[src/hdl/lrp_pkg.sv]
// Shared types, constants and tables for the lidar range-to-projection block.
`default_nettype none

package lrp_pkg;

    // Parameter defaults.
    localparam int IMAGE_WIDTH_DEFAULT      = 1024;
    localparam int MAX_IMAGE_HEIGHT_DEFAULT = 1024;

    // Configuration channel widths.
    localparam int CFG_IDX_W  = 3;
    localparam int CFG_DATA_W = 24;

    // Width of the clamped scan length and image height values.
    localparam int DIM_W = 13;

    // Iteration counts: the divider sets the length of the shared loop.
    localparam int CORDIC_STEPS = 20;
    localparam int DIV_STEPS    = 32;
    localparam int ITER_W       = $clog2(DIV_STEPS);

    // Angle constants in Q20 radians.
    localparam logic signed [24:0] PI_Q20      = 25'sd3294199;
    localparam logic signed [24:0] TWO_PI_Q20  = 25'sd6588397;
    localparam logic signed [24:0] HALF_PI_Q20 = 25'sd1647099;

    // CORDIC start vector length (gain-compensated, Q30).
    localparam logic signed [33:0] CORDIC_X0 = 34'sd652032875;

    // Degrees per radian in Q16.
    localparam logic [22:0] DEG_Q16 = 23'd3754936;

    // Configuration register indexes.
    typedef enum logic [CFG_IDX_W-1:0] {
        REG_SAMPLES_PER_SCAN    = 3'd0,
        REG_SCAN_START_ANGLE    = 3'd1,
        REG_SCAN_ANGLE_STEP     = 3'd2,
        REG_MAX_RANGE           = 3'd3,
        REG_STEPPER_START_ANGLE = 3'd4,
        REG_STEPPER_ANGLE_STEP  = 3'd5,
        REG_ENDSTOP_ANGLE       = 3'd6,
        REG_IMAGE_HEIGHT        = 3'd7
    } cfg_index_t;

    // Controller states.
    typedef enum logic [3:0] {
        ST_IDLE,
        ST_REDUCE,
        ST_ITER,
        ST_MUL,
        ST_SUM,
        ST_SCALE,
        ST_ROUND,
        ST_CHECK,
        ST_FINISH
    } lrp_state_t;

    // Configuration register contents.
    typedef struct packed {
        logic [10:0] samples_per_scan;
        logic [23:0] scan_start_angle;
        logic [23:0] scan_angle_step;
        logic [15:0] max_range;
        logic [23:0] stepper_start_angle;
        logic [23:0] stepper_angle_step;
        logic [23:0] endstop_angle;
        logic [10:0] image_height;
    } lrp_cfg_t;

    // Commands from the controller to the datapath.
    typedef struct packed {
        logic              load;
        logic              reduce;
        logic              iter;
        logic [ITER_W-1:0] iter_idx;
        logic              mul;
        logic              sum;
        logic              scale;
        logic              round;
        logic              check;
        logic              emit;
        logic              advance;
    } lrp_cmd_t;

    // Status from the datapath to the controller.
    typedef struct packed {
        logic hit;
    } lrp_status_t;

    // Arctangent of 2^-i in Q20 radians.
    function automatic logic signed [24:0] atan_q20(input logic [ITER_W-1:0] idx);
        logic signed [24:0] val;
        begin
            case (idx)
                5'd0:    val = 25'sd823550;
                5'd1:    val = 25'sd486170;
                5'd2:    val = 25'sd256879;
                5'd3:    val = 25'sd130396;
                5'd4:    val = 25'sd65451;
                5'd5:    val = 25'sd32757;
                5'd6:    val = 25'sd16383;
                5'd7:    val = 25'sd8192;
                5'd8:    val = 25'sd4096;
                5'd9:    val = 25'sd2048;
                5'd10:   val = 25'sd1024;
                5'd11:   val = 25'sd512;
                5'd12:   val = 25'sd256;
                5'd13:   val = 25'sd128;
                5'd14:   val = 25'sd64;
                5'd15:   val = 25'sd32;
                5'd16:   val = 25'sd16;
                5'd17:   val = 25'sd8;
                5'd18:   val = 25'sd4;
                5'd19:   val = 25'sd2;
                default: val = 25'sd0;
            endcase
            return val;
        end
    endfunction

endpackage

`default_nettype wire

[src/hdl/lrp_if.sv]
// Channel interfaces: range samples in, pixel writes out, configuration writes in.
`default_nettype none

// Range sample channel.
interface lrp_sample_if;
    logic        valid;
    logic        ready;
    logic [15:0] range_sample;
    logic        last_in_frame;

    modport source (output valid, output range_sample, output last_in_frame, input ready);
    modport sink   (input valid, input range_sample, input last_in_frame, output ready);
endinterface

// Pixel write channel.
interface lrp_pixel_if;
    logic        valid;
    logic        ready;
    logic [9:0]  pixel_row;
    logic [9:0]  pixel_column;
    logic [15:0] pixel_value;

    modport source (output valid, output pixel_row, output pixel_column, output pixel_value,
                    input ready);
    modport sink   (input valid, input pixel_row, input pixel_column, input pixel_value,
                    output ready);
endinterface

// Configuration write channel.
interface lrp_cfg_if;
    logic                           valid;
    logic                           ready;
    logic [lrp_pkg::CFG_IDX_W-1:0]  index;
    logic [lrp_pkg::CFG_DATA_W-1:0] data;

    modport source (output valid, output index, output data, input ready);
    modport sink   (input valid, input index, input data, output ready);
endinterface

`default_nettype wire

[src/hdl/lrp_cfg_regs.sv]
// Configuration register file for the lidar range-to-projection block.
`default_nettype none

module lrp_cfg_regs (
    input  wire logic                           clk,
    input  wire logic                           rst_n,
    input  wire logic                           wr_valid,
    input  wire logic [lrp_pkg::CFG_IDX_W-1:0]  wr_index,
    input  wire logic [lrp_pkg::CFG_DATA_W-1:0] wr_data,
    output logic                                wr_ready,
    output lrp_pkg::lrp_cfg_t                   cfg
);

    lrp_pkg::lrp_cfg_t cfg_reg;
    lrp_pkg::lrp_cfg_t cfg_next;

    // Writes are always taken.
    assign wr_ready = 1'b1;
    assign cfg      = cfg_reg;

    // Decode the register index of a write word.
    always_comb
    begin
        cfg_next = cfg_reg;
        if (wr_valid)
        begin
            case (lrp_pkg::cfg_index_t'(wr_index))
                lrp_pkg::REG_SAMPLES_PER_SCAN:    cfg_next.samples_per_scan    = wr_data[10:0];
                lrp_pkg::REG_SCAN_START_ANGLE:    cfg_next.scan_start_angle    = wr_data;
                lrp_pkg::REG_SCAN_ANGLE_STEP:     cfg_next.scan_angle_step     = wr_data;
                lrp_pkg::REG_MAX_RANGE:           cfg_next.max_range           = wr_data[15:0];
                lrp_pkg::REG_STEPPER_START_ANGLE: cfg_next.stepper_start_angle = wr_data;
                lrp_pkg::REG_STEPPER_ANGLE_STEP:  cfg_next.stepper_angle_step  = wr_data;
                lrp_pkg::REG_ENDSTOP_ANGLE:       cfg_next.endstop_angle       = wr_data;
                lrp_pkg::REG_IMAGE_HEIGHT:        cfg_next.image_height        = wr_data[10:0];
                default:                          cfg_next = cfg_reg;
            endcase
        end
    end

    // Register storage with its reset values.
    always_ff @(posedge clk or negedge rst_n)
    begin
        if (!rst_n)
        begin
            cfg_reg.samples_per_scan    <= 11'd1024;
            cfg_reg.scan_start_angle    <= '0;
            cfg_reg.scan_angle_step     <= '0;
            cfg_reg.max_range           <= 16'hFFFF;
            cfg_reg.stepper_start_angle <= '0;
            cfg_reg.stepper_angle_step  <= '0;
            cfg_reg.endstop_angle       <= '0;
            cfg_reg.image_height        <= 11'd1024;
        end
        else
        begin
            cfg_reg <= cfg_next;
        end
    end

endmodule

`default_nettype wire

[src/hdl/lrp_ctrl.sv]
// Controller state machine that sequences one sample through the datapath.
`default_nettype none

module lrp_ctrl (
    input  wire logic                  clk,
    input  wire logic                  rst_n,
    input  wire logic                  in_valid,
    output logic                       in_ready,
    output logic                       out_valid,
    input  wire logic                  out_ready,
    input  wire lrp_pkg::lrp_status_t  status,
    output lrp_pkg::lrp_cmd_t          cmd
);

    localparam logic [lrp_pkg::ITER_W-1:0] ITER_LAST = lrp_pkg::ITER_W'(lrp_pkg::DIV_STEPS - 1);

    lrp_pkg::lrp_state_t            state_reg;
    lrp_pkg::lrp_state_t            state_next;
    logic [lrp_pkg::ITER_W-1:0]     iter_reg;
    logic [lrp_pkg::ITER_W-1:0]     iter_next;
    logic                           out_valid_reg;
    logic                           out_valid_next;
    logic                           finish_go;

    // The last step may only run when the output register is free or is being drained.
    assign finish_go = (state_reg == lrp_pkg::ST_FINISH) && (!out_valid_reg || out_ready);

    // Next state.
    always_comb
    begin
        state_next = state_reg;
        case (state_reg)
            lrp_pkg::ST_IDLE:
                if (in_valid)
                    state_next = lrp_pkg::ST_REDUCE;
            lrp_pkg::ST_REDUCE: state_next = lrp_pkg::ST_ITER;
            lrp_pkg::ST_ITER:
                if (iter_reg == ITER_LAST)
                    state_next = lrp_pkg::ST_MUL;
            lrp_pkg::ST_MUL:    state_next = lrp_pkg::ST_SUM;
            lrp_pkg::ST_SUM:    state_next = lrp_pkg::ST_SCALE;
            lrp_pkg::ST_SCALE:  state_next = lrp_pkg::ST_ROUND;
            lrp_pkg::ST_ROUND:  state_next = lrp_pkg::ST_CHECK;
            lrp_pkg::ST_CHECK:  state_next = lrp_pkg::ST_FINISH;
            lrp_pkg::ST_FINISH:
                if (finish_go)
                    state_next = lrp_pkg::ST_IDLE;
            default:            state_next = lrp_pkg::ST_IDLE;
        endcase
    end

    // Commands, handshake and iteration counter.
    always_comb
    begin
        cmd            = '0;
        in_ready       = 1'b0;
        iter_next      = iter_reg;
        cmd.iter_idx   = iter_reg;
        case (state_reg)
            lrp_pkg::ST_IDLE:
            begin
                in_ready = 1'b1;
                cmd.load = in_valid;
            end
            lrp_pkg::ST_REDUCE:
            begin
                cmd.reduce = 1'b1;
                iter_next  = '0;
            end
            lrp_pkg::ST_ITER:
            begin
                cmd.iter  = 1'b1;
                iter_next = iter_reg + 1'b1;
            end
            lrp_pkg::ST_MUL:   cmd.mul   = 1'b1;
            lrp_pkg::ST_SUM:   cmd.sum   = 1'b1;
            lrp_pkg::ST_SCALE: cmd.scale = 1'b1;
            lrp_pkg::ST_ROUND: cmd.round = 1'b1;
            lrp_pkg::ST_CHECK: cmd.check = 1'b1;
            lrp_pkg::ST_FINISH:
            begin
                cmd.advance = finish_go;
                cmd.emit    = finish_go && status.hit;
            end
            default: cmd = '0;
        endcase
    end

    // Output word valid: set by a hit, cleared when the word is taken.
    always_comb
    begin
        out_valid_next = out_valid_reg;
        if (finish_go)
            out_valid_next = status.hit;
        else if (out_ready)
            out_valid_next = 1'b0;
    end

    assign out_valid = out_valid_reg;

    // Control registers.
    always_ff @(posedge clk or negedge rst_n)
    begin
        if (!rst_n)
        begin
            state_reg     <= lrp_pkg::ST_IDLE;
            iter_reg      <= '0;
            out_valid_reg <= 1'b0;
        end
        else
        begin
            state_reg     <= state_next;
            iter_reg      <= iter_next;
            out_valid_reg <= out_valid_next;
        end
    end

    // An accepted sample closes the input until its work is done.
    a_busy_after_accept: assert property (@(posedge clk) disable iff (!rst_n)
        (in_valid && in_ready) |=> !in_ready)
        else $error("input stayed open after a sample was accepted");

    // The shared loop always starts from step zero.
    a_iter_start: assert property (@(posedge clk) disable iff (!rst_n)
        (state_reg == lrp_pkg::ST_REDUCE) |=> (iter_reg == '0))
        else $error("iteration counter not cleared at loop start");

    // A new pixel never overwrites a word the receiver has not taken.
    a_no_overwrite: assert property (@(posedge clk) disable iff (!rst_n)
        cmd.emit |-> (!out_valid_reg || out_ready))
        else $error("pixel word overwritten while pending");

    // A stalled receiver holds the controller in its last step.
    a_stall_holds: assert property (@(posedge clk) disable iff (!rst_n)
        (state_reg == lrp_pkg::ST_FINISH && out_valid_reg && !out_ready)
        |=> (state_reg == lrp_pkg::ST_FINISH))
        else $error("controller left the last step while the output was stalled");

endmodule

`default_nettype wire

[src/hdl/lrp_datapath.sv]
// Datapath: angle state, CORDIC sine, range divider, row mapping and pixel register.
`default_nettype none

module lrp_datapath #(
    parameter int IMAGE_WIDTH      = lrp_pkg::IMAGE_WIDTH_DEFAULT,
    parameter int MAX_IMAGE_HEIGHT = lrp_pkg::MAX_IMAGE_HEIGHT_DEFAULT
) (
    input  wire logic                 clk,
    input  wire logic                 rst_n,
    input  wire lrp_pkg::lrp_cfg_t    cfg,
    input  wire lrp_pkg::lrp_cmd_t    cmd,
    output lrp_pkg::lrp_status_t      status,
    input  wire logic [15:0]          range_sample,
    input  wire logic                 last_in_frame,
    output logic [9:0]                pixel_row,
    output logic [9:0]                pixel_column,
    output logic [15:0]               pixel_value
);

    localparam int COL_W = (IMAGE_WIDTH > 1) ? $clog2(IMAGE_WIDTH) : 1;
    localparam logic [lrp_pkg::DIM_W-1:0] WIDTH_LIM  = lrp_pkg::DIM_W'(IMAGE_WIDTH);
    localparam logic [lrp_pkg::DIM_W-1:0] HEIGHT_LIM = lrp_pkg::DIM_W'(MAX_IMAGE_HEIGHT);

    // Scan state.
    logic [COL_W-1:0]          col_reg;
    logic [COL_W-1:0]          col_next;
    logic [23:0]               scan_cur_reg;
    logic [23:0]               scan_cur_next;
    logic [23:0]               stepper_cur_reg;
    logic [23:0]               stepper_cur_next;

    // Work registers for one sample.
    logic                      last_reg;
    logic signed [33:0]        x_reg;
    logic signed [33:0]        y_reg;
    logic signed [24:0]        z_reg;
    logic [31:0]               quot_reg;
    logic [15:0]               rem_reg;
    logic signed [55:0]        prod_reg;
    logic signed [25:0]        t_reg;
    logic signed [49:0]        d_reg;
    logic signed [15:0]        deg_reg;
    logic [9:0]                row_reg;
    logic                      hit_reg;
    logic [15:0]               value_reg;

    // Output word.
    logic [9:0]                pixel_row_reg;
    logic [9:0]                pixel_column_reg;
    logic [15:0]               pixel_value_reg;

    // Combinational helpers.
    logic [lrp_pkg::DIM_W-1:0] spp_eff;
    logic [lrp_pkg::DIM_W-1:0] height_eff;
    logic [15:0]               mr_eff;
    logic                      scan_end;
    logic signed [24:0]        ang_in;
    logic signed [24:0]        ang_wrap;
    logic signed [24:0]        ang_fold;
    logic signed [33:0]        xs;
    logic signed [33:0]        ys;
    logic signed [24:0]        atan_val;
    logic                      cordic_on;
    logic [16:0]               rem_sh;
    logic [16:0]               rem_diff;
    logic                      rem_ge;
    logic [49:0]               d_mag;
    logic [49:0]               d_rnd;
    logic signed [15:0]        row_full;

    // Clamped configuration values.
    always_comb
    begin
        if (cfg.samples_per_scan == 11'd0)
            spp_eff = lrp_pkg::DIM_W'(1);
        else if (lrp_pkg::DIM_W'(cfg.samples_per_scan) > WIDTH_LIM)
            spp_eff = WIDTH_LIM;
        else
            spp_eff = lrp_pkg::DIM_W'(cfg.samples_per_scan);

        if (lrp_pkg::DIM_W'(cfg.image_height) > HEIGHT_LIM)
            height_eff = HEIGHT_LIM;
        else
            height_eff = lrp_pkg::DIM_W'(cfg.image_height);

        mr_eff = (cfg.max_range == 16'd0) ? 16'd1 : cfg.max_range;
    end

    // Angle reduction into the range of the rotation, then folding to +-pi/2.
    always_comb
    begin
        ang_in = {scan_cur_reg[23], scan_cur_reg};
        if (ang_in > lrp_pkg::PI_Q20)
            ang_wrap = ang_in - lrp_pkg::TWO_PI_Q20;
        else if (ang_in < -lrp_pkg::PI_Q20)
            ang_wrap = ang_in + lrp_pkg::TWO_PI_Q20;
        else
            ang_wrap = ang_in;

        if (ang_wrap > lrp_pkg::HALF_PI_Q20)
            ang_fold = lrp_pkg::PI_Q20 - ang_wrap;
        else if (ang_wrap < -lrp_pkg::HALF_PI_Q20)
            ang_fold = -lrp_pkg::PI_Q20 - ang_wrap;
        else
            ang_fold = ang_wrap;
    end

    // One restoring divide step per loop cycle, plus one CORDIC rotation while the step index is below CORDIC_STEPS.
    always_comb
    begin
        xs        = x_reg >>> cmd.iter_idx;
        ys        = y_reg >>> cmd.iter_idx;
        atan_val  = lrp_pkg::atan_q20(cmd.iter_idx);
        cordic_on = (cmd.iter_idx < lrp_pkg::ITER_W'(lrp_pkg::CORDIC_STEPS));
        rem_sh    = {rem_reg, quot_reg[31]};
        rem_diff  = rem_sh - {1'b0, mr_eff};
        rem_ge    = (rem_sh >= {1'b0, mr_eff});
    end

    // Degree rounding, halves away from zero, and row mapping.
    always_comb
    begin
        d_mag    = d_reg[49] ? 50'(-d_reg) : 50'(d_reg);
        d_rnd    = (d_mag + (50'd1 << 35)) >> 36;
        row_full = $signed({3'b000, height_eff}) - deg_reg;
    end

    // Sample work registers.
    always_ff @(posedge clk)
    begin
        if (cmd.load)
        begin
            last_reg <= last_in_frame;
            quot_reg <= {range_sample, 16'h0000};
            rem_reg  <= '0;
        end
        if (cmd.reduce)
        begin
            x_reg <= lrp_pkg::CORDIC_X0;
            y_reg <= '0;
            z_reg <= ang_fold;
        end
        if (cmd.iter)
        begin
            if (cordic_on)
            begin
                if (!z_reg[24])
                begin
                    x_reg <= x_reg - ys;
                    y_reg <= y_reg + xs;
                    z_reg <= z_reg - atan_val;
                end
                else
                begin
                    x_reg <= x_reg + ys;
                    y_reg <= y_reg - xs;
                    z_reg <= z_reg + atan_val;
                end
            end
            rem_reg  <= rem_ge ? rem_diff[15:0] : rem_sh[15:0];
            quot_reg <= {quot_reg[30:0], rem_ge};
        end
        if (cmd.mul)
            prod_reg <= $signed(stepper_cur_reg) * $signed(y_reg[31:0]);
        if (cmd.sum)
            t_reg <= prod_reg[55:30] + {{2{cfg.endstop_angle[23]}}, cfg.endstop_angle};
        if (cmd.scale)
            d_reg <= t_reg * $signed({1'b0, lrp_pkg::DEG_Q16});
        if (cmd.round)
            deg_reg <= d_reg[49] ? -$signed(d_rnd[15:0]) : $signed(d_rnd[15:0]);
        if (cmd.check)
        begin
            row_reg   <= row_full[9:0];
            hit_reg   <= !row_full[15] && (row_full < $signed({3'b000, height_eff}));
            value_reg <= (|quot_reg[31:16]) ? 16'hFFFF : quot_reg[15:0];
        end
        if (cmd.emit)
        begin
            pixel_row_reg    <= row_reg;
            pixel_column_reg <= 10'(col_reg);
            pixel_value_reg  <= value_reg;
        end
    end

    // Scan position update at the end of each sample; a frame end wins over a scan end.
    always_comb
    begin
        scan_end         = (lrp_pkg::DIM_W'(col_reg) + 1'b1) >= spp_eff;
        col_next         = col_reg;
        scan_cur_next    = scan_cur_reg;
        stepper_cur_next = stepper_cur_reg;
        if (cmd.advance)
        begin
            if (last_reg)
            begin
                col_next         = '0;
                scan_cur_next    = cfg.scan_start_angle;
                stepper_cur_next = cfg.stepper_start_angle;
            end
            else if (scan_end)
            begin
                col_next         = '0;
                scan_cur_next    = cfg.scan_start_angle;
                stepper_cur_next = stepper_cur_reg + cfg.stepper_angle_step;
            end
            else
            begin
                col_next      = col_reg + 1'b1;
                scan_cur_next = scan_cur_reg + cfg.scan_angle_step;
            end
        end
    end

    // Scan state registers; start angles reset to zero like their registers.
    always_ff @(posedge clk or negedge rst_n)
    begin
        if (!rst_n)
        begin
            col_reg         <= '0;
            scan_cur_reg    <= '0;
            stepper_cur_reg <= '0;
        end
        else
        begin
            col_reg         <= col_next;
            scan_cur_reg    <= scan_cur_next;
            stepper_cur_reg <= stepper_cur_next;
        end
    end

    assign status.hit   = hit_reg;
    assign pixel_row    = pixel_row_reg;
    assign pixel_column = pixel_column_reg;
    assign pixel_value  = pixel_value_reg;

endmodule

`default_nettype wire

[src/hdl/lidar_range_to_projection.sv]
// Top level of the lidar range-to-projection pixel generator.
//
// Use: range samples come in on the sample channel, one word per lidar
// return, with last_in_frame marking the final sample of a frame. For each
// sample the block finds the image row from the stepper angle, the sine of the
// in-scan angle and the endstop angle, and sends a pixel word (row, column,
// range scaled by max_range) on the pixel channel when the row falls inside the
// image. Samples whose row is outside the image produce no word, but they still
// advance the column and the scan angle.
// Configuration registers are written on the cfg channel, which is always
// ready; write them only while no sample is in flight.
// A pixel word, if any, becomes valid in the same cycle as the sample channel
// opens again; a new sample is not accepted while one is being worked on.
// Each sample passes through acceptance, angle reduction, the 32-step
// restoring divider for the pixel value, which shares its step counter with
// the 20 CORDIC rotations, then multiply, sum, scaling, rounding, row check
// and output.
// A stalled receiver holds the pending pixel word; the next sample is still
// accepted and worked on, and waits in its last step until the word is taken.
// Reset clears the column and both running angles and loads the register
// reset values; no sample is pending afterwards.
`default_nettype none

module lidar_range_to_projection #(
    parameter int IMAGE_WIDTH      = lrp_pkg::IMAGE_WIDTH_DEFAULT,
    parameter int MAX_IMAGE_HEIGHT = lrp_pkg::MAX_IMAGE_HEIGHT_DEFAULT
) (
    input  wire logic    clk,
    input  wire logic    rst_n,
    lrp_sample_if.sink   sample,
    lrp_pixel_if.source  pixel,
    lrp_cfg_if.sink      cfg
);

    lrp_pkg::lrp_cfg_t    cfg_regs;
    lrp_pkg::lrp_cmd_t    cmd;
    lrp_pkg::lrp_status_t status;

    // Configuration registers.
    lrp_cfg_regs u_cfg_regs (
        .clk      (clk),
        .rst_n    (rst_n),
        .wr_valid (cfg.valid),
        .wr_index (cfg.index),
        .wr_data  (cfg.data),
        .wr_ready (cfg.ready),
        .cfg      (cfg_regs)
    );

    // Sequencer.
    lrp_ctrl u_ctrl (
        .clk       (clk),
        .rst_n     (rst_n),
        .in_valid  (sample.valid),
        .in_ready  (sample.ready),
        .out_valid (pixel.valid),
        .out_ready (pixel.ready),
        .status    (status),
        .cmd       (cmd)
    );

    // Arithmetic and scan state.
    lrp_datapath #(
        .IMAGE_WIDTH      (IMAGE_WIDTH),
        .MAX_IMAGE_HEIGHT (MAX_IMAGE_HEIGHT)
    ) u_datapath (
        .clk           (clk),
        .rst_n         (rst_n),
        .cfg           (cfg_regs),
        .cmd           (cmd),
        .status        (status),
        .range_sample  (sample.range_sample),
        .last_in_frame (sample.last_in_frame),
        .pixel_row     (pixel.pixel_row),
        .pixel_column  (pixel.pixel_column),
        .pixel_value   (pixel.pixel_value)
    );

endmodule

`default_nettype wire

[src/flat_wrapper.sv]
// flat-port wrapper written by rule: the top's interface ports become plain ports
module lidar_range_to_projection_flat 
#(
    parameter int IMAGE_WIDTH      = lrp_pkg::IMAGE_WIDTH_DEFAULT,
    parameter int MAX_IMAGE_HEIGHT = lrp_pkg::MAX_IMAGE_HEIGHT_DEFAULT
)
  (clk, rst_n, sample_valid, sample_range_sample, sample_last_in_frame, sample_ready, pixel_valid, pixel_pixel_row, pixel_pixel_column, pixel_pixel_value, pixel_ready, cfg_valid, cfg_index, cfg_data, cfg_ready);
  lrp_sample_if sample_i ();
  lrp_pixel_if pixel_i ();
  lrp_cfg_if cfg_i ();
  input  wire logic clk;
  input  wire logic rst_n;
  input wire logic [$bits(sample_i.valid)-1:0] sample_valid;
  input wire logic [$bits(sample_i.range_sample)-1:0] sample_range_sample;
  input wire logic [$bits(sample_i.last_in_frame)-1:0] sample_last_in_frame;
  output wire logic [$bits(sample_i.ready)-1:0] sample_ready;
  output wire logic [$bits(pixel_i.valid)-1:0] pixel_valid;
  output wire logic [$bits(pixel_i.pixel_row)-1:0] pixel_pixel_row;
  output wire logic [$bits(pixel_i.pixel_column)-1:0] pixel_pixel_column;
  output wire logic [$bits(pixel_i.pixel_value)-1:0] pixel_pixel_value;
  input wire logic [$bits(pixel_i.ready)-1:0] pixel_ready;
  input wire logic [$bits(cfg_i.valid)-1:0] cfg_valid;
  input wire logic [$bits(cfg_i.index)-1:0] cfg_index;
  input wire logic [$bits(cfg_i.data)-1:0] cfg_data;
  output wire logic [$bits(cfg_i.ready)-1:0] cfg_ready;
  assign sample_i.valid = sample_valid;
  assign sample_i.range_sample = sample_range_sample;
  assign sample_i.last_in_frame = sample_last_in_frame;
  assign sample_ready = sample_i.ready;
  assign pixel_valid = pixel_i.valid;
  assign pixel_pixel_row = pixel_i.pixel_row;
  assign pixel_pixel_column = pixel_i.pixel_column;
  assign pixel_pixel_value = pixel_i.pixel_value;
  assign pixel_i.ready = pixel_ready;
  assign cfg_i.valid = cfg_valid;
  assign cfg_i.index = cfg_index;
  assign cfg_i.data = cfg_data;
  assign cfg_ready = cfg_i.ready;
  lidar_range_to_projection #(.IMAGE_WIDTH(IMAGE_WIDTH), .MAX_IMAGE_HEIGHT(MAX_IMAGE_HEIGHT)) u_core (.clk(clk), .rst_n(rst_n), .sample(sample_i), .pixel(pixel_i), .cfg(cfg_i));
endmodule
[config.mk]
export PLATFORM = sky130hd
export DESIGN_NAME = lidar_range_to_projection_flat
export DESIGN_NICKNAME = d
export VERILOG_FILES = /design/src/hdl/lrp_pkg.sv /design/src/hdl/lrp_if.sv /design/src/hdl/lrp_cfg_regs.sv /design/src/hdl/lrp_ctrl.sv /design/src/hdl/lrp_datapath.sv /design/src/hdl/lidar_range_to_projection.sv /design/src/flat_wrapper.sv
export SDC_FILE = /design/constraint.sdc
export NUM_CORES = 2
export LEC_CHECK = 0
export BUFFER_PORTS_ARGS = -buffer_cell sky130_fd_sc_hd__buf_2
export CORE_MARGIN = 8
export CORE_UTILIZATION = 53
export CTS_CLUSTER_DIAMETER = 40
export DETAILED_ROUTE_END_ITERATION = 10
export PLACE_DENSITY = 0.69
export SLEW_MARGIN = 25
export SYNTH_ARGS = -nofsm -noshare
export SYNTH_HDL_FRONTEND = slang
export SYNTH_HIERARCHICAL = 1
export SYNTH_SLANG_ARGS = --single-unit
[constraint.sdc]
create_clock -name clk -period 9.8 [get_ports clk]
set_clock_uncertainty 0.1 [all_clocks]
set_input_delay 0 -clock clk [delete_from_list [all_inputs] [get_ports clk]]
set_output_delay 0 -clock clk [all_outputs]
set_load 0.005 [all_outputs]
### Word level (Yosys, flattened, before mapping)

Memory sizes are Yosys's and may differ from the RTL's.
Cells that the tools add are included.

* add/subtract/negate cells: 21
* multiply operators: 2
* magnitude comparators: 10
* equality and inequality tests: 19
* shift operators: 2
* mux-type cells: 51
* reduce and logical (&&, ||, !) cells: 26

Operators with widths (number)
* 2-to-1 mux 34 bit: 8
* 2-to-1 mux 25 bit: 8
* 2-to-1 mux 24 bit: 4
* adder 34 bit: 2
* >>> shifter 34 x 5 -> 34 bit: 2
* subtractor 34 bit: 2
* 2-to-1 mux 16 bit: 4
* 2-to-1 mux 32 bit: 2
* multiplier 24 x 32 -> 56 bit: 1
* adder 50 x 36 -> 50 bit (second input constant): 1
* 2-to-1 mux 50 bit: 1
* negation 50 bit: 1
* subtractor 23 x 25 -> 25 bit (first input constant): 2
* adder 24 bit: 2
* multiplier 26 x 20 -> 46 bit (second input constant): 1
* one-hot mux 4 bit (9 select lines): 1
* adder 26 bit: 1
* adder 24 x 24 -> 25 bit (second input constant): 1
* adder 25 bit: 1
* > comparator 25 x 22 -> 1 bit (second input constant): 1
* < comparator 25 x 22 -> 1 bit (second input constant): 1
* subtractor 24 x 24 -> 25 bit (second input constant): 1
* subtractor 25 bit: 1
* > comparator 24 x 23 -> 1 bit (second input constant): 1
* 42 further kinds: 81

* register bits: 576
* bits in read-only memories: 640
* input port bits: 49
* output and inout port bits: 39
* logic and storage cells: 163
* memories kept: 1

Memory list
* (name not given): depth 32, width 20, read ports 1, clocked after Yosys merged registers in 0, write ports 0, RTL line lrp_pkg.sv:94 `case (idx)`

### Longest topological paths before layout

* depth in word-level cells: 9
* mapped depth: 34

### Hierarchy

The synthesis kept the hierarchy.

By module, submodules not included
* lrp_datapath: times used 1, cells each 7586, area each 69260.2 µm², sequential area each 10099.7 µm²
* lrp_cfg_regs: times used 1, cells each 346, area each 6357.3 µm², sequential area each 3976.3 µm²
* lrp_ctrl: times used 1, cells each 73, area each 653.1 µm², sequential area each 250.2 µm²

### Least setup slack after synthesis

OpenSTA, ideal clock, no wires.

* path type: register to register
* start point: register u_core.u_datapath.y_reg[16]
* end point: register u_core.u_datapath.prod_reg[53], data pin
* library setup time: 260 ps
* arrival time: 7105 ps
* required time: 9440 ps
* slack: 2335 ps
* cell stages (with the launch flop): 28
* buffers on the path: 2
* period minus slack after synthesis: 7465 ps
* cells stage by stage: dfxtp_1 -> clkbuf_1 -> clkbuf_1 -> nand2_1 -> fa_1 -> fa_1 -> inv_1 -> fa_1 -> fa_1 -> fa_1 -> fa_1 -> inv_1 -> fa_1 -> inv_1 -> ha_1 -> a21o_1 -> a21o_1 -> a21o_1 -> a21o_1 -> a21o_1 -> a21o_1 -> a31oi_1 -> a211oi_1 -> or2_2 -> a21o_1 -> a21o_1 -> a21boi_0 -> xnor2_1

* word-level cells in the longest chain between the ends: 1

RTL lines
* start, declared: RTL line lrp_datapath.sv:35 `logic signed [33:0] y_reg;`
* start signal, assigned: RTL line lrp_datapath.sv:150 `y_reg <= y_reg + xs;`
* start signal, assigned: RTL line lrp_datapath.sv:156 `y_reg <= y_reg - xs;`
* multiplier 24 x 32 -> 56 bit: RTL line lrp_datapath.sv:164 `prod_reg <= $signed(stepper_cur_reg) * $signed(y_reg[31:0]);`
* end signal, assigned: RTL line lrp_datapath.sv:164
* end, declared: RTL line lrp_datapath.sv:39 `logic signed [55:0] prod_reg;`

Every way passes these cells.
A chain may end at the register's enable or synchronous reset.

### Worst setup path in the final report

* start point: register u_core.u_datapath.stepper_cur_reg[0]
* end point: register u_core.u_datapath.prod_reg[54], data pin

* word-level cells in the longest chain between the ends: 1

RTL lines
* start, declared: RTL line lrp_datapath.sv:29 `logic [23:0] stepper_cur_reg;`
* start signal, assigned: RTL line lrp_datapath.sv:227 `stepper_cur_reg <= stepper_cur_next;`
* multiplier 24 x 32 -> 56 bit: RTL line lrp_datapath.sv:164

Every way passes these cells.

==> PnR_summary.wiki <==
{| class="wikitable"
! Metric !! Value
|-
| Outcome || finished, final reports clean
|-
| Endpoints failing hold || 0
|-
| Type of element capturing the critical path || flip-flop
|-
| End of the worst register-to-register path || u_core/u_datapath/prod_reg[54]
|-
| Aggregate global routing overflow || 0
|-
| Routed wire length || about 210000 um
|-
| Slew Limit Fails || 0
|-
| Fraction of layout cells with a size suffix above 1 || under 10%
|-
| Setup repair after global routing missed its margin || false
|-
| Register-to-register path setup slack || between 1 and 1.5 ns
|-
| Overall track demand over capacity in global routing || 26.8%
|-
| Fmax || roughly 0.12 GHz
|-
| Flip-flop count of the largest register after layout || 158
|-
| Most used flip-flop cell after synthesis || sky130_fd_sc_hd__edfxtp_1
|-
| Clock tree root buffer cell || sky130_fd_sc_hd__clkbuf_16
|-
| Largest net degree at the start of global routing || 86
|-
| Synthesis-stage register bit count || 545
|-
| Synthesized area || 76300 um^2
|-
| NumNets Final || 9655
|-
| Mapped Cells || between 8000 and 9000
|-
| Number of placement rows || between 100 and 150
|-
| DIE AREA || 156000 um^2
|-
| Crit path buf inv count || 5
|-
| Width of the die || about 400 um
|-
| IO Port Bufs || 86
|-
| Async set or reset register ratio after synthesis || roughly 41%
|-
| Remaining design rule violation count || 0
|-
| CP Max Fanout || 17
|-
| Clock insertion delay at the later pin of the skew report || between 0.7 and 0.8 ns
|-
| Crit path depth || 27
|-
| End point of the critical path || u_core/u_datapath/prod_reg[54]
|-
| Number of failing setup endpoints in the final timing report || 0
|-
| First-pass GRT wire length || ~330000 um
|-
| Relative area change from synthesis to final layout || 8.44%
|-
| DRC violation total after the first TritonRoute iteration || a little over 5000
|-
| Gp weighted congestion || about 0.98
|-
| Launch point of the critical path || u_core/u_datapath/stepper_cur_reg[0]
|-
| Max-Slew Margin vs Limit || around 28%
|-
| Period utilization || between 80% and 90%
|-
| CTS H-Tree Depth || 3
|-
| Number of distinct library cell variants in the gate-level netlist after synthesis || approximately 110
|-
| Number of buffers inserted during clock tree synthesis || 100
|-
| EDFF count, synth || between 200 and 250
|-
| Critical register-to-register path startpoint || u_core/u_datapath/stepper_cur_reg[0]
|-
| Clock tree from TritonCTS || yes
|-
| Post-detailed-placement half-perimeter wirelength || 165000 um
|-
| Worst reg-to-reg path cell count || 27
|-
| Die Y-Extent || 395 um
|-
| Critical setup path kind || flip-flop to flip-flop
|-
| CTS clock-pin slew for the worst setup and hold paths || ~0.060 ns
|-
| Number of warnings reported in the yosys synthesis log || 6
|-
| Critical path startpoint category || flip-flop
|-
| Post-synthesis net count || 9678
|-
| Arrival @ worst endpoint || between 9 and 10 ns
|-
| Cell family with most CP delay || adder cells
|-
| Antenna violations before repair || 10
|-
| Accumulated negative setup slack || 0 ns
|-
| DR vias/cell || around 5.8
|-
| Setup repair bufs after CTS || 0
|-
| Largest buffer count on any clock path || 3
|-
| Total number of vias || approximately 58000
|-
| Area after detailed placement || 78300 um^2
|-
| Residual antenna-violating net count after detailed routing || 0
|-
| Clock sink count || between 500 and 600
|-
| Data required time at the worst endpoint || 10.26 ns
|-
| Top-level port count || 88
|-
| Post-layout instance area || around 83000 um^2
|-
| Sequential cell area fraction in the yosys report || 18.8%
|-
| Stage delay of the slowest cell on the critical path || roughly 0.75 ns
|-
| Initial cell density of the core || approximately 53%
|-
| Final critical-path required period || just under 9 ns
|-
| Syn avg cell area || 9.53 um^2
|-
| Number of global-route vias before repair || 59134
|-
| Type of the most critical hold path || input port to flip-flop
|-
| Routed wire length per instance || 21.2 um
|-
| Placeable Area || between 100000 and 150000 um^2
|-
| Worst path most repeated cell || sky130_fd_sc_hd__fa_1
|-
| # Max-Cap Violations || 0
|-
| Actual slew at the worst max-slew pin || about 1.1 ns
|-
| Cell at the slowest stage of the critical path || sky130_fd_sc_hd__a211oi_1
|-
| DR pass1 iterations || 6
|}
[synthesized netlist by cell type, types with 13 or more instances]
| cell | count | area [um^2] |
|---|---|---|
| sky130_fd_sc_hd__fa_1 | 1048 | 21000 |
| sky130_fd_sc_hd__nand2b_1 | 68 | 425 |
| sky130_fd_sc_hd__nand3_1 | 132 | 661 |
| sky130_fd_sc_hd__nand4_1 | 28 | 175 |
| sky130_fd_sc_hd__xnor2_1 | 248 | 2170 |
| sky130_fd_sc_hd__nor2_1 | 381 | 1430 |
| sky130_fd_sc_hd__ha_1 | 576 | 7210 |
| sky130_fd_sc_hd__o31ai_1 | 20 | 150 |
| sky130_fd_sc_hd__dfxtp_1 | 93 | 1860 |
| sky130_fd_sc_hd__inv_1 | 1339 | 5030 |
| sky130_fd_sc_hd__xor2_1 | 145 | 1270 |
| sky130_fd_sc_hd__nor3_1 | 119 | 596 |
| sky130_fd_sc_hd__mux2i_1 | 56 | 561 |
| sky130_fd_sc_hd__clkbuf_1 | 304 | 1140 |
| sky130_fd_sc_hd__nor2b_1 | 52 | 325 |
| sky130_fd_sc_hd__nand2_1 | 693 | 2600 |
| sky130_fd_sc_hd__a21o_1 | 109 | 818 |
| sky130_fd_sc_hd__a31oi_1 | 65 | 407 |
| sky130_fd_sc_hd__o211ai_1 | 19 | 143 |
| sky130_fd_sc_hd__or3_1 | 38 | 238 |
| sky130_fd_sc_hd__dfstp_2 | 18 | 473 |
| sky130_fd_sc_hd__and2_1 | 406 | 2540 |
| sky130_fd_sc_hd__edfxtp_1 | 226 | 6790 |
| sky130_fd_sc_hd__a21boi_0 | 19 | 143 |
| sky130_fd_sc_hd__mux2_2 | 145 | 1630 |
| sky130_fd_sc_hd__buf_2 | 28 | 140 |
| sky130_fd_sc_hd__a21oi_1 | 387 | 1940 |
| sky130_fd_sc_hd__mux2_4 | 60 | 901 |
| sky130_fd_sc_hd__a211oi_1 | 30 | 225 |
| sky130_fd_sc_hd__o21ai_1 | 17 | 85.1 |
| sky130_fd_sc_hd__a31o_2 | 14 | 123 |
| sky130_fd_sc_hd__o21a_1 | 51 | 383 |
| sky130_fd_sc_hd__mux4_2 | 92 | 2070 |
| sky130_fd_sc_hd__o21bai_1 | 34 | 255 |
| sky130_fd_sc_hd__nor4_1 | 37 | 231 |
| sky130_fd_sc_hd__dfrtp_1 | 208 | 5200 |
| sky130_fd_sc_hd__or2_2 | 37 | 231 |
| sky130_fd_sc_hd__o21ai_0 | 297 | 1490 |
| sky130_fd_sc_hd__buf_1 | 22 | 82.6 |
| sky130_fd_sc_hd__and3_1 | 45 | 282 |
| sky130_fd_sc_hd__or4_1 | 13 | 97.6 |
[tightest hold or removal path, delay by kind of cell]
kind	cells	cell delay (ns)
buffers and inverters	2	0.62
multiplexers	1	0.12
[final cells by class]
cell class,instances,area (um^2)
multi-input cells,5737,55300
well taps,1903,2380
clock inverters,75,1150
diodes,4,10.0
flip-flops and latches,545,14300
fillers,12202,60600
clock buffers,113,2600
inverters,1343,5040
repair buffers,255,1910
[stage by stage]
| stage | setup slack (ns) | utilization, % | cells | hold slack [ns] |
|---|---|---|---|---|
| 2_1_floorplan | 2.34 | - | 8005 | -0.396 |
| 3_3_place_gp | 1.28 | 54.6 | 9723 | -0.0890 |
| 3_5_place_dp | 1.23 | 54.6 | 9723 | -0.0842 |
| 4_1_cts | 1.27 | 57.7 | 9971 | 0.00237 |
| 5_1_grt | 0.586 | 57.7 | 9971 | 0.0226 |
| 6_report | 1.11 | 57.7 | 9975 | 0.0432 |
[placed cells by master, fill, tap and decap left out, types with 20 or more instances in the layout]
cell                               n
sky130_fd_sc_hd__or3_1            38
sky130_fd_sc_hd__nor2_1          375
sky130_fd_sc_hd__o21a_1           51
sky130_fd_sc_hd__inv_1          1336
sky130_fd_sc_hd__fa_1           1048
sky130_fd_sc_hd__ha_1            576
sky130_fd_sc_hd__mux4_2           92
sky130_fd_sc_hd__buf_2            85
sky130_fd_sc_hd__dlygate4sd3_1    58
sky130_fd_sc_hd__mux2_2          145
sky130_fd_sc_hd__a31oi_1          65
sky130_fd_sc_hd__buf_4           106
sky130_fd_sc_hd__nand2_1         692
sky130_fd_sc_hd__a21oi_1         386
sky130_fd_sc_hd__dfxtp_1          92
sky130_fd_sc_hd__nand4_1          28
sky130_fd_sc_hd__xor2_1          145
sky130_fd_sc_hd__or2_2            37
sky130_fd_sc_hd__o31ai_1          20
sky130_fd_sc_hd__nor2b_1          52
sky130_fd_sc_hd__nor3_1          118
sky130_fd_sc_hd__nand3_1         132
sky130_fd_sc_hd__o21ai_0         297
sky130_fd_sc_hd__nor4_1           37
sky130_fd_sc_hd__edfxtp_1        226
sky130_fd_sc_hd__and3_1           44
sky130_fd_sc_hd__mux2i_1          56
sky130_fd_sc_hd__a211oi_1         30
sky130_fd_sc_hd__o21bai_1         34
sky130_fd_sc_hd__mux2_4           60
sky130_fd_sc_hd__and2_1          400
sky130_fd_sc_hd__clkbuf_16       101
sky130_fd_sc_hd__dfrtp_1         208
sky130_fd_sc_hd__a21o_1          109
sky130_fd_sc_hd__xnor2_1         248
sky130_fd_sc_hd__nand2b_1         68
[layer usage]
layer  routed length, um  track usage, %  part of all wire, %  up-vias
met5                  27               0                0.013        -
met4                8020            9.16                  3.8        4
met3               17200            4.74                  8.2      400
met2               94800            41.7                   45     2231
met1               91100            37.9                   43    28977
li1                    -               -                    -    26182
[cells by family (layout without fill, tap and decap cells)]
| logic type | count (synthesis) | after routing | synth area share [%] |
|---|---|---|---|
| simple gates | 2126 | 2126 | 13.9 |
| fa+ha+maj | 1624 | 1624 | 37.0 |
| compound gates | 1239 | 1239 | 10.3 |
| xor+xnor | 394 | 394 | 4.53 |
| buf+inv | 1723 | 1786 | 8.81 |
| flops | 545 | 545 | 18.8 |
| other cells | 1 | 5 | 0.00492 |
| mux | 353 | 353 | 6.77 |
[worst min-delay path by stage]
stage,startpoint,endpoint,slack [ns],depth (start not counted)
after floorplan,rst_n,u_core/u_cfg_regs/cfg[0],-0.40,0
after global placement,rst_n,u_core/u_cfg_regs/cfg[149],-0.09,1
after detailed placement,rst_n,u_core/u_cfg_regs/cfg[147],-0.08,1
after CTS,sample_range_sample[3],u_core/u_datapath/quot_reg[19],0.002,3
after global routing,sample_range_sample[3],u_core/u_datapath/quot_reg[19],0.02,3
final,sample_range_sample[3],u_core/u_datapath/quot_reg[19],0.04,3
[what timing repair did]
item / in CTS / in global routing
endpoints found under the hold margin: 374 / 0
hold buffers: 60 / 0
resized for setup: 0 / 0
Power is left out: the tool's default activity adds up to more than one toggle a clock period on the data nets, which glitch-free logic cannot reach.
